$ cat src/hdl/vie_pkg.sv
// ----------------------------------------------------------------------------
// vie_pkg
// Shared types, opcodes and float helpers for the instruction execute core.
// ----------------------------------------------------------------------------
package vie_pkg;

  typedef enum logic [1:0] {
    FUNC_EXEC  = 2'd0,
    FUNC_MEMWR = 2'd1,
    FUNC_MEMRD = 2'd2,
    FUNC_REGRD = 2'd3
  } func_e;

  localparam logic [3:0] OP_LOAD  = 4'h1;
  localparam logic [3:0] OP_LDI   = 4'h2;
  localparam logic [3:0] OP_STORE = 4'h3;
  localparam logic [3:0] OP_MOVE  = 4'h4;
  localparam logic [3:0] OP_ADDI  = 4'h5;
  localparam logic [3:0] OP_ADDF  = 4'h6;
  localparam logic [3:0] OP_OR    = 4'h7;
  localparam logic [3:0] OP_AND   = 4'h8;
  localparam logic [3:0] OP_XOR   = 4'h9;
  localparam logic [3:0] OP_ROT   = 4'hA;
  localparam logic [3:0] OP_JEQ   = 4'hB;
  localparam logic [3:0] OP_JGT   = 4'hD;

  // request passed from front to back
  typedef struct packed {
    logic [1:0]  func;
    logic [15:0] instruction;
    logic [7:0]  address;
    logic [7:0]  write_data;
  } req_t;

  typedef struct packed {
    logic       unsupported_opcode;
    logic       float_overflow;
    logic [7:0] read_data;
    logic [7:0] jump_target;
    logic       jump_taken;
  } rsp_t;

  // signed value in units of 2^-8, magnitude up to 15*128
  function automatic logic signed [12:0] float_decode(input logic [7:0] b);
    logic [11:0] mag;
    mag = 12'(b[3:0]) << b[6:4];
    return b[7] ? -$signed({1'b0, mag}) : $signed({1'b0, mag});
  endfunction

  // returns {overflow, byte}
  function automatic logic [8:0] float_encode(input logic signed [12:0] v);
    logic [12:0] mag;
    logic [3:0]  p;
    logic [7:0]  res;
    logic        ovf;
    mag = v[12] ? 13'(-v) : 13'(v);
    p   = 4'd0;
    for (int i = 1; i < 13; i++) begin
      if (mag[i]) p = 4'(i);
    end
    ovf = 1'b0;
    res = 8'h00;
    if (mag == 13'd0 || p < 4'd3) begin
      res = 8'h00;
    end else if (p > 4'd10) begin
      ovf = 1'b1;
    end else begin
      res = {v[12], 3'(p - 4'd3), 4'(mag >> (p - 4'd3))};
    end
    return {ovf, res};
  endfunction

endpackage

$ cat src/hdl/vie_ram.sv
// ----------------------------------------------------------------------------
// vie_ram
// Generic single-port-write, single-read RAM with registered read data.
// ----------------------------------------------------------------------------
module vie_ram #(
  parameter int Width = 8,
  parameter int Depth = 256
) (
  input  logic                     clk_i,
  input  logic                     we_i,
  input  logic [$clog2(Depth)-1:0] waddr_i,
  input  logic [Width-1:0]         wdata_i,
  input  logic [$clog2(Depth)-1:0] raddr_i,
  output logic [Width-1:0]         rdata_o
);
  logic [Width-1:0] mem_q [Depth];

  always_ff @(posedge clk_i) begin
    if (we_i) begin
      mem_q[waddr_i] <= wdata_i;
    end
    rdata_o <= mem_q[raddr_i];
  end
endmodule

$ cat src/hdl/vie_front.sv
// ----------------------------------------------------------------------------
// vie_front
// Accepts requests into a two-entry queue feeding the execute back end.
// ----------------------------------------------------------------------------
module vie_front
  import vie_pkg::*;
(
  input  logic clk_i,
  input  logic rst_ni,
  input  logic in_valid_i,
  output logic in_ready_o,
  input  req_t in_req_i,
  output logic q_valid_o,
  input  logic q_ready_i,
  output req_t q_req_o
);
  req_t       buf_q [2];
  logic       wp_q, rp_q;
  logic [1:0] cnt_q;
  logic       push, pop;

  assign in_ready_o = cnt_q != 2'd2;
  assign q_valid_o  = cnt_q != 2'd0;
  assign q_req_o    = buf_q[rp_q];
  assign push       = in_valid_i && in_ready_o;
  assign pop        = q_valid_o && q_ready_i;

  always_ff @(posedge clk_i) begin
    if (push) begin
      buf_q[wp_q] <= in_req_i;
    end
  end

  always_ff @(posedge clk_i or negedge rst_ni) begin
    if (!rst_ni) begin
      wp_q  <= 1'b0;
      rp_q  <= 1'b0;
      cnt_q <= 2'd0;
    end else begin
      if (push) wp_q <= ~wp_q;
      if (pop)  rp_q <= ~rp_q;
      cnt_q <= 2'(cnt_q + 2'(push) - 2'(pop));
    end
  end

`ifndef SYNTHESIS
  a_no_overflow: assert property (@(posedge clk_i) disable iff (!rst_ni)
    cnt_q != 2'd3) else $error("queue count out of range");
  a_full_pop: assert property (@(posedge clk_i) disable iff (!rst_ni)
    (cnt_q == 2'd2 && !pop) |=> cnt_q == 2'd2) else $error("queue lost entry");
  a_empty_push: assert property (@(posedge clk_i) disable iff (!rst_ni)
    (cnt_q == 2'd0 && push) |=> q_valid_o) else $error("push not visible");
`endif
endmodule

$ cat src/hdl/vie_back.sv
// ----------------------------------------------------------------------------
// vie_back
// Execute back end: register file in flops, memory in RAM. Read then write.
// ----------------------------------------------------------------------------
module vie_back
  import vie_pkg::*;
(
  input  logic clk_i,
  input  logic rst_ni,
  input  logic q_valid_i,
  output logic q_ready_o,
  input  req_t q_req_i,
  output logic out_valid_o,
  input  logic out_ready_i,
  output rsp_t out_rsp_o
);
  typedef enum logic [2:0] {
    ST_IDLE  = 3'b001,
    ST_CLEAR = 3'b010,
    ST_EXEC  = 3'b100
  } state_e;

  state_e      state_q, state_d;
  logic [7:0]  clr_q;
  req_t        cur_q;
  logic [7:0]  rf_q [16];
  logic        ovalid_q;
  rsp_t        orsp_q;
  logic        mem_we;
  logic [7:0]  mem_wa, mem_wd, mem_ra, mem_rd;
  logic        mem_fwd_q;
  logic [7:0]  mem_fwd_data_q, mem_data;
  logic [3:0]  op, r, s, t;
  logic [7:0]  a, b, rv, xy;
  logic [8:0]  fenc;
  logic        rf_we;
  logic [3:0]  rf_wa;
  logic [7:0]  rf_wd;
  rsp_t        rsp;
  logic        take, done;

  vie_ram #(.Width(8), .Depth(256)) u_mem (
    .clk_i, .we_i(mem_we), .waddr_i(mem_wa), .wdata_i(mem_wd),
    .raddr_i(mem_ra), .rdata_o(mem_rd));

  assign op = cur_q.instruction[15:12];
  assign r  = cur_q.instruction[11:8];
  assign s  = cur_q.instruction[7:4];
  assign t  = cur_q.instruction[3:0];
  assign xy = cur_q.instruction[7:0];
  assign a  = rf_q[s];
  assign b  = rf_q[t];
  assign rv = rf_q[r];
  assign fenc = float_encode(13'(float_decode(a) + float_decode(b)));

  assign done      = state_q == ST_EXEC && (!ovalid_q || out_ready_i);
  assign q_ready_o = state_q == ST_IDLE || done;
  assign take      = q_valid_i && q_ready_o;
  // re-read the current address while stalled
  assign mem_ra    = take ? (q_req_i.func == FUNC_EXEC ? q_req_i.instruction[7:0]
                                                       : q_req_i.address)
                   : (state_q == ST_EXEC) ? (cur_q.func == FUNC_EXEC ? xy
                                                                     : cur_q.address)
                   : 8'h00;
  // write and read of one address at the same edge
  assign mem_data  = mem_fwd_q ? mem_fwd_data_q : mem_rd;

  always_comb begin
    rsp    = '0;
    rf_we  = 1'b0;
    rf_wa  = r;
    rf_wd  = 8'h00;
    mem_we = 1'b0;
    mem_wa = xy;
    mem_wd = rv;
    unique case (cur_q.func)
      FUNC_MEMWR: begin
        mem_we = done;
        mem_wa = cur_q.address;
        mem_wd = cur_q.write_data;
      end
      FUNC_MEMRD: rsp.read_data = mem_data;
      FUNC_REGRD: rsp.read_data = rf_q[cur_q.address[3:0]];
      default: begin
        case (op)
          OP_LOAD:  begin rf_we = 1'b1; rf_wd = mem_data; end
          OP_LDI:   begin rf_we = 1'b1; rf_wd = xy; end
          OP_STORE: mem_we = done;
          OP_MOVE:  begin rf_we = 1'b1; rf_wa = t; rf_wd = a; end
          OP_ADDI:  begin rf_we = 1'b1; rf_wd = 8'(a + b); end
          OP_ADDF:  begin
            rsp.float_overflow = fenc[8];
            rf_we = !fenc[8];
            rf_wd = fenc[7:0];
          end
          OP_OR:    begin rf_we = 1'b1; rf_wd = a | b; end
          OP_AND:   begin rf_we = 1'b1; rf_wd = a & b; end
          OP_XOR:   begin rf_we = 1'b1; rf_wd = a ^ b; end
          OP_ROT:   begin
            rf_we = 1'b1;
            rf_wd = 8'({rv, rv} >> t[2:0]);
          end
          OP_JEQ: if (rv == rf_q[0]) begin
            rsp.jump_taken = 1'b1; rsp.jump_target = xy;
          end
          OP_JGT: if ($signed(rv) > $signed(rf_q[0])) begin
            rsp.jump_taken = 1'b1; rsp.jump_target = xy;
          end
          default: rsp.unsupported_opcode = 1'b1;
        endcase
      end
    endcase
    if (state_q == ST_CLEAR) begin
      mem_we = 1'b1;
      mem_wa = clr_q;
      mem_wd = 8'h00;
    end
  end

  always_comb begin
    state_d = state_q;
    unique case (state_q)
      ST_CLEAR: if (clr_q == 8'hFF) state_d = ST_IDLE;
      ST_IDLE:  if (take) state_d = ST_EXEC;
      ST_EXEC:  if (done) state_d = take ? ST_EXEC : ST_IDLE;
      default:  state_d = ST_IDLE;
    endcase
  end

  always_ff @(posedge clk_i) begin
    if (take) cur_q <= q_req_i;
    if (done) orsp_q <= rsp;
    mem_fwd_data_q <= mem_wd;
  end

  always_ff @(posedge clk_i or negedge rst_ni) begin
    if (!rst_ni) begin
      state_q   <= ST_CLEAR;
      clr_q     <= 8'h00;
      ovalid_q  <= 1'b0;
      mem_fwd_q <= 1'b0;
      for (int i = 0; i < 16; i++) rf_q[i] <= 8'h00;
    end else begin
      state_q   <= state_d;
      mem_fwd_q <= mem_we && (mem_wa == mem_ra);
      if (state_q == ST_CLEAR) clr_q <= 8'(clr_q + 8'd1);
      if (done) ovalid_q <= 1'b1;
      else if (out_ready_i) ovalid_q <= 1'b0;
      if (done && rf_we && cur_q.func == FUNC_EXEC) rf_q[rf_wa] <= rf_wd;
    end
  end

  assign out_valid_o = ovalid_q;
  assign out_rsp_o   = orsp_q;

`ifndef SYNTHESIS
  a_clear_no_take: assert property (@(posedge clk_i) disable iff (!rst_ni)
    state_q == ST_CLEAR |-> !take) else $error("request taken during clear");
  a_done_exec: assert property (@(posedge clk_i) disable iff (!rst_ni)
    done |=> out_valid_o) else $error("result not presented");
  a_out_hold: assert property (@(posedge clk_i) disable iff (!rst_ni)
    (out_valid_o && !out_ready_i) |=> $stable(out_rsp_o)) else $error("result changed");
`endif
endmodule

$ cat src/hdl/vole_instruction_execute_core.sv
// ----------------------------------------------------------------------------
// vole_instruction_execute_core
// Executes Vole instructions and host memory/register accesses.
// ----------------------------------------------------------------------------
// Path to a valid result: the request queue, then the registered RAM read, then the output register.
// Throughput: one request per cycle; output stalls hold the back end.
// Reset: registers clear at once; a pass over all 256 addresses clears memory, and
// the back end takes no request until it ends.
module vole_instruction_execute_core
  import vie_pkg::*;
(
  input  logic        clk_i,
  input  logic        rst_ni,
  input  logic        s_axis_tvalid,
  output logic        s_axis_tready,
  input  logic [31:0] s_axis_tdata,  // instruction, address, write_data
  input  logic [1:0]  s_axis_tuser,  // func
  output logic        m_axis_tvalid,
  input  logic        m_axis_tready,
  output logic [23:0] m_axis_tdata   // jump_taken, jump_target, read_data,
                                     // float_overflow, unsupported_opcode
);
  req_t in_req, q_req;
  rsp_t rsp;
  logic q_valid, q_ready;

  assign in_req = '{func: s_axis_tuser, instruction: s_axis_tdata[15:0],
                    address: s_axis_tdata[23:16], write_data: s_axis_tdata[31:24]};

  vie_front u_front (
    .clk_i, .rst_ni, .in_valid_i(s_axis_tvalid), .in_ready_o(s_axis_tready),
    .in_req_i(in_req), .q_valid_o(q_valid), .q_ready_i(q_ready), .q_req_o(q_req));

  vie_back u_back (
    .clk_i, .rst_ni, .q_valid_i(q_valid), .q_ready_o(q_ready), .q_req_i(q_req),
    .out_valid_o(m_axis_tvalid), .out_ready_i(m_axis_tready), .out_rsp_o(rsp));

  assign m_axis_tdata = {5'd0, rsp.unsupported_opcode, rsp.float_overflow,
                         rsp.read_data, rsp.jump_target, rsp.jump_taken};
endmodule
$ cat config.mk
export PLATFORM = sky130hd
export DESIGN_NAME = vole_instruction_execute_core
export DESIGN_NICKNAME = d
export VERILOG_FILES = /design/src/hdl/vie_pkg.sv /design/src/hdl/vie_ram.sv /design/src/hdl/vie_front.sv /design/src/hdl/vie_back.sv /design/src/hdl/vole_instruction_execute_core.sv
export SDC_FILE = /design/constraint.sdc
export NUM_CORES = 2
export LEC_CHECK = 0
export ABC_AREA = 1
export BUFFER_PORTS_ARGS = -buffer_cell sky130_fd_sc_hd__buf_2
export CAP_MARGIN = 20
export CORE_MARGIN = 2
export CORE_UTILIZATION = 45
export CTS_CLUSTER_DIAMETER = 80
export DETAILED_ROUTE_END_ITERATION = 7
export GPL_TIMING_DRIVEN = 0
export SLEW_MARGIN = 10
export SYNTH_ARGS = -nofsm -noshare
export SYNTH_HDL_FRONTEND = slang
export SYNTH_SLANG_ARGS = --single-unit
$ cat constraint.sdc
create_clock -name clk_i -period 16 [get_ports clk_i]
set_input_delay 2.4 -clock clk_i [delete_from_list [all_inputs] [get_ports clk_i]]
set_output_delay 2.4 -clock clk_i [all_outputs]
set_load 0.05 [all_outputs]
After elaboration in Yosys (flattened, before gate mapping)
Memory sizes are Yosys's and may differ from the RTL's. A register that Yosys moved wholly into a read port is not among the register bits. Index checks and enable logic that the tools add are counted.

Word-level logic and storage cells: 184. Output and inout bits: 26. Bits in registers: 206. Memory bits (writable): 2116. Memories kept: 2.

Order comparisons: 9. Equal/unequal tests: 25. Muxes and demuxes: 68. Reductions and logical operators: 23. Shift-type cells: 4. Bitwise operators: 11. Add/sub/neg operators: 9.

Memory list: u_back.u_mem.mem_q (words 256, width 8, read ports 1, clocked after Yosys merged registers in 1, write ports 1, line vie_ram.sv:16) `logic [Width-1:0] mem_q [Depth];`; u_front.buf_q (words 2, width 34, read ports 1, clocked after Yosys merged registers in 0, write ports 1, line vie_front.sv:17) `req_t buf_q [2];`.

Operators by type and width (count): $mux W8 (21); $bmux W8 S4 (4); $bwmux W128 (1); $pmux W8 S9 (1); $mux W4 (13); $mux W13 (3); $demux W8 S4 (1); $neg A12 Y13 (2); $ge A5 B5 Y1 const B (5); $not A4 Y5 (5); $shl A4 B3 Y12 (2); $eq A4 B4 Y1 const B (5); $mux W9 (2); $pmux W9 S2 (1); $eq A4 B3 Y1 const B (4); $eq A8 B8 Y1 (2); $pmux W8 S2 (1); $shr A16 B3 Y8 (1); $add A13 B13 Y13 (1); $logic_not A13 Y1 (1); $mux W1 (13); $neg A13 Y13 (1); $shr A13 B4 Y4 (1); $mux W3 (4); 36 further kinds (54).

Depth between registers and ports, before layout
Word-level depth: 30. Depth in mapped cells: 61. Gate-level depth less buffers: 57.

Cells and area by module
A second synthesis with hierarchy kept.

Cells, all modules: 9744. Area total of the unflattened synthesis: 103485.5 µm².

Modules (own cells, without submodules): vie_ram (cells an instance 7003, times used 1, area each 83396.2 µm²); vie_back (cells an instance 2526, times used 1, area each 17284.1 µm²); vie_front (cells an instance 209, times used 1, area each 2763.9 µm²); vole_instruction_execute_core (cells an instance 6, times used 1, area each 41.3 µm²).

Worst setup path after synthesis
No wires, ideal clock.

Path kind: in2reg. From: input m_axis_tready. To: register u_back.u_mem.rdata_o[1], read port of u_back.u_mem.mem_q. Stages: 18. Slack: 9.580 ns. Setup time: 0.060 ns. Arrival time: 6.360 ns. Required time: 15.940 ns. Path through: nor2_1 -> nor2_1 -> o22ai_1 -> inv_2 -> nor2_1 -> inv_1 -> o21a_1 -> clkbuf_1 -> clkbuf_1 -> clkbuf_1 -> o21ai_0 -> o22ai_1 -> o21ai_0 -> o221ai_1 -> nand3_1 -> nand3_1 -> nand3_1 -> nand2_1.

Word-level cells in the longest chain between the ends: 5.

RTL lines: from (decl) (line vole_instruction_execute_core.sv:19) `input logic m_axis_tready,`; $logic_or A1 B1 Y1 (line vie_back.sv:56) `assign done = state_q == ST_EXEC && (!ovalid_q || out_ready_i);`; $logic_and A1 B1 Y1 (line vie_back.sv:56); via u_back.done (line vie_back.sv:40) `logic take, done;`; $logic_or A1 B1 Y1 (line vie_back.sv:57) `assign q_ready_o = state_q == ST_IDLE || done;`; $logic_and A1 B1 Y1 (line vie_back.sv:58) `assign take = q_valid_i && q_ready_o;`; via u_back.take (line vie_back.sv:40); $mux W8 (line vie_back.sv:60) `assign mem_ra = take ? (q_req_i.func == FUNC_EXEC ? q_req_i.instruction[7:0]`; to (decl) (line vie_ram.sv:14) `output logic [Width-1:0] rdata_o`.

The timed path passes the listed nets, and every way through them passes these cells. A chain may end at the register's enable or synchronous reset.

Worst setup path in the final report
Ends and elaborated chain as after synthesis.

==> results list <==
* Status: completed
- Combinational family with the most area after synthesis: compound AO/OA/AOI/OAI gates
- Counting the buffers created by CTS gives 240.
- Number of max-slew violations in the final report: 0
- Leaving out fill and tap cells, the most frequent cell in the layout is sky130_fd_sc_hd__edfxtp_1.
- At the pin with the least slew margin, the transition time is between 1000 and 1500 ps.
- Hold path depth: 2
- Antenna violations before repair: 26
* Violation count after the first detailed-route iteration: 14000
* Pre-CTS setup slack: just over 6000 ps
* Fraction of the mapped netlist area in simple logic gates: about 12%
* Placer's final routability congestion estimate: between 1 and 1.5
* Number of rows created at floorplan: ~170
- Global-route usage over all layers: ~36%
* Setup-failing EPs final: 0
- After detailed routing, the total wire length is 420000 um.
- The worst setup path is captured at a flip-flop.
- Worst endpoint required time: ~17000 ps
* Leading cell types by total area after synthesis: sky130_fd_sc_hd__edfxtp_1 65%, sky130_fd_sc_hd__o21ai_0 7.5%, sky130_fd_sc_hd__nor2_1 6.1%
* Post-route antenna net violation count: 0
* Number of enable-type register cells in the synthesized netlist: between 2000 and 2500
- The final layout contains slightly above 9000 nets.
- Vias after detailed routing: a little under 80000
- Total of warnings raised by yosys: 0
- Share of the synthesized area in compound gates (AO/OA/AOI/OAI): around 14%
- sky130_fd_sc_hd__edfxtp_1 takes more of the synthesized area than any other cell.
- Via-per-instance ratio: 6.35
- Arrival time at the worst endpoint: ~9600 ps
- Commonest non-fill, non-tap cells in the layout: 2169 x sky130_fd_sc_hd__edfxtp_1, 1638 x sky130_fd_sc_hd__nor2_1, 1506 x sky130_fd_sc_hd__o21ai_0, 710 x sky130_fd_sc_hd__nand2_1, 583 x sky130_fd_sc_hd__clkbuf_1
- Share of the synthesized netlist area taken by xor and xnor gates: less than 1%
- In this run the deepest clock path goes through 3 buffers.
* Maximum net fanout on the critical path: 42
* Average wire per cell in the routed design: about 34 um
* Core outline area: 222000 um^2
- Each instance of the synthesized netlist takes up on average around 11 um^2.
- Overall overflow remaining after global route: 0
- Global-route wire length before repair: between 500000 and 600000 um
- Effective utilization at floorplan: between 40% and 50%
- Clock latency at the later pin of the worst-skew pair: about 930 ps
- The tree built by TritonCTS fans out to roughly 2300 sinks.
- STA classifies the critical path startpoint as a primary input.
* Top_reg_cell synth: sky130_fd_sc_hd__edfxtp_1
- Summing every instance area after synthesis gives between 100000 and 150000 um^2.
- The worst path needs between 8000 and 9000 ps of the cycle, external delays included.
* Setup TNS: 0 ps
- Headroom to the max-slew limit came out at under 10%.
* Die X: about 480 um
* Final hold violation count: 0
* Share of flip-flops with an asynchronous set or reset after synthesis: between 6 and 7%
- Via count of the first global-routing pass: just over 70000
- Synthesis produced 8897 cells.
- 64 I/O pins were placed.
* CTS hold repair buffers: 0
* CTS tree: yes
- Reg2reg start: u_back.cur_q[21]
- Maximum Capacitance Violations: 0
- Period utilisation layout: 55.5%
- In this run the number of H-tree levels came out at 4.
- Hold path startpoint: u_back.rf_q[19]
* Worst hold path type: flip-flop to flip-flop
- Multiplexer cells account for less than 1% of the synthesized area.
* CTS resizes: 0
- Setup repair bufs after CTS: 0
- Clock-pin slew was measured on the worst setup and hold paths at 60 ps.
- Share of final-layout standard cells stronger than drive strength 1: between 7 and 8%
- DIE HEIGHT: around 480 um
- Critical Setup Path Class: primary input to flip-flop
- The clock arrives with approximately 76 ps of skew.
- Proportion of synthesized chip area in sequential cells: around 70%
* Setup repair after global routing missed its margin: no
- The worst register-to-register path has a depth of 38.
- R2R Setup Slk: 7170 ps
* Pin count of the biggest net entering global routing: between 100 and 150
* Count of unique library cells instantiated by Yosys: 70
- After legalization and detailed placement, the total HPWL measured between 300000 and 400000 um.
* Final worst setup slack: 7120 ps
* Adder-Cell Fraction of Synth Area: less than 1%
- The first detailed-routing pass ran for 8 iterations.
* Peak Freq: roughly 110 MHz
- Top cell type's share of synthesized area: 64.7%
* Worst Hold End: u_back.rf_q[19]
- Number of DRC violations after detailed routing: 0
- Die outline area: between 200000 and 250000 um^2
- Total of buffers placed on input and output ports: between 50 and 60
* Library cell used as clock root buffer: sky130_fd_sc_hd__clkbuf_16
- Synthesis inferred around 2300 register bits.
- Layout Area Growth over Synthesis: 13.0%
- The endpoint identified for the worst register-to-register timing path is u_back.rf_q[37].
==> synth_stat cells (all sizes together) (2+ instances only) <==
library cell	n
nand3	474
nand2	755
xnor2	13
inv	315
o22ai	525
a32o	3
o31ai	4
a22oi	7
nand3b	3
o21bai	3
a211oi	3
a221oi	4
dfxtp	16
ha	44
a21oi	185
o2111ai	3
o21a	3
or2	6
o21ai	1599
xor2	32
dfrtp	144
o32ai	2
nand4	5
edfxtp	2169
mux2i	21
a31o	2
o211ai	67
a31oi	7
nor3	12
nor4	7
clkinv	11
a2111oi	5
buf	92
fa	2
nor2	1661
clkbuf	546
o221ai	136
==> stage by stage <==
step / instances / util, % / hold slack [ps] / instance area (um^2)
3_3_place_gp: 11900 / 47.1 / 467 / 105000
4_1_cts: 12400 / 51.1 / 484 / 114000
3_5_place_dp: 12000 / 47.6 / 469 / 106000
2_1_floorplan: 8901 / - / 449 / 101000
6_report: 12500 / 51.2 / 484 / 114000
5_1_grt: 12500 / 51.2 / 501 / 114000
==> cell families (layout without fill, tap and decap cells) <==
logic type,after synthesis,in the layout
XOR/XNOR,45,45
multiplexers,21,21
flip-flops,2330,2330
AO/OA/AOI/OAI,2563,2563
adder cells (fa/ha/maj),46,46
other,1,20
AND/OR/NAND/NOR,2927,2927
buffers and inverters,964,1550
==> per-layer routing <==
metal	vias up	GRT usage, %	part of all wire, %
met5	-	0.462	0.049
li1	33200	-	-
met4	12	17.0	5.6
met3	941	12.3	14
met1	39500	49.0	39
met2	5599	51.3	42
==> worst max-delay path by stage <==
stage | end | startpoint | cells after the start | slack (ps)
CTS | u_back.u_mem.rdata_o[2] | m_axis_tready | 18 | 7080
global route | u_back.rf_q[37] | u_back.cur_q[21] | 38 | 6620
global placement | u_back.u_mem.mem_q[70][0] | u_back.cur_q[26] | 10 | 4060
floorplan | u_back.u_mem.rdata_o[1] | m_axis_tready | 18 | 9580
detailed placement | u_back.u_mem.rdata_o[6] | m_axis_tready | 18 | 6150
finish | u_back.u_mem.rdata_o[1] | m_axis_tready | 20 | 7120
==> registers in the layout, indices dropped and copies added, names as in the netlist <==
signal and cells:
u_back.cur_q 34, u_back.clr_q 8, u_back.mem_fwd_data_q 8, u_back.rf_q 128, u_back.u_mem.mem_q 2048, u_front.wp_q 1, u_front.rp_q 1, u_front.cnt_q 2
u_front.buf_q 68, u_back.mem_fwd_q 1, u_back.state_q 3, u_back.out_valid_o 1, u_back.u_mem.rdata_o 8, u_back.out_rsp_o 19
==> cell type report <==
| cell class | instances | area [um^2] |
|---|---|---|
| multi-input combinational | 5607 | 27800 |
| clock inverter | 151 | 1410 |
| clock buffer | 305 | 6380 |
| antenna | 15 | 37.5 |
| timing repair buffer | 130 | 1440 |
| buffer | 638 | 2680 |
| sequential | 2330 | 69100 |
| tap | 2975 | 3720 |
| inverter | 326 | 1290 |
| fill | 19600 | 108000 |
==> worst max-delay path, cell delays in order <==
cell and delay, ps:
sky130_fd_sc_hd__buf_2 90, sky130_fd_sc_hd__nor2_1 240, sky130_fd_sc_hd__nor2_4 220, sky130_fd_sc_hd__o22ai_1 600, sky130_fd_sc_hd__inv_2 570, sky130_fd_sc_hd__o211ai_1 230, sky130_fd_sc_hd__nand2_1 570, sky130_fd_sc_hd__inv_2 330
sky130_fd_sc_hd__clkbuf_1 510, sky130_fd_sc_hd__buf_8 270, sky130_fd_sc_hd__clkbuf_1 870, sky130_fd_sc_hd__clkbuf_1 610, sky130_fd_sc_hd__nor2_1 80, sky130_fd_sc_hd__o22ai_1 350, sky130_fd_sc_hd__nor2_1 160, sky130_fd_sc_hd__o221ai_1 790
sky130_fd_sc_hd__nand3_1 160, sky130_fd_sc_hd__nand3_1 160, sky130_fd_sc_hd__nand3_1 100, sky130_fd_sc_hd__nand2_1 230
Power is left out: the tool's default activity adds up to more than one toggle a clock period on the data nets, which glitch-free logic cannot reach.
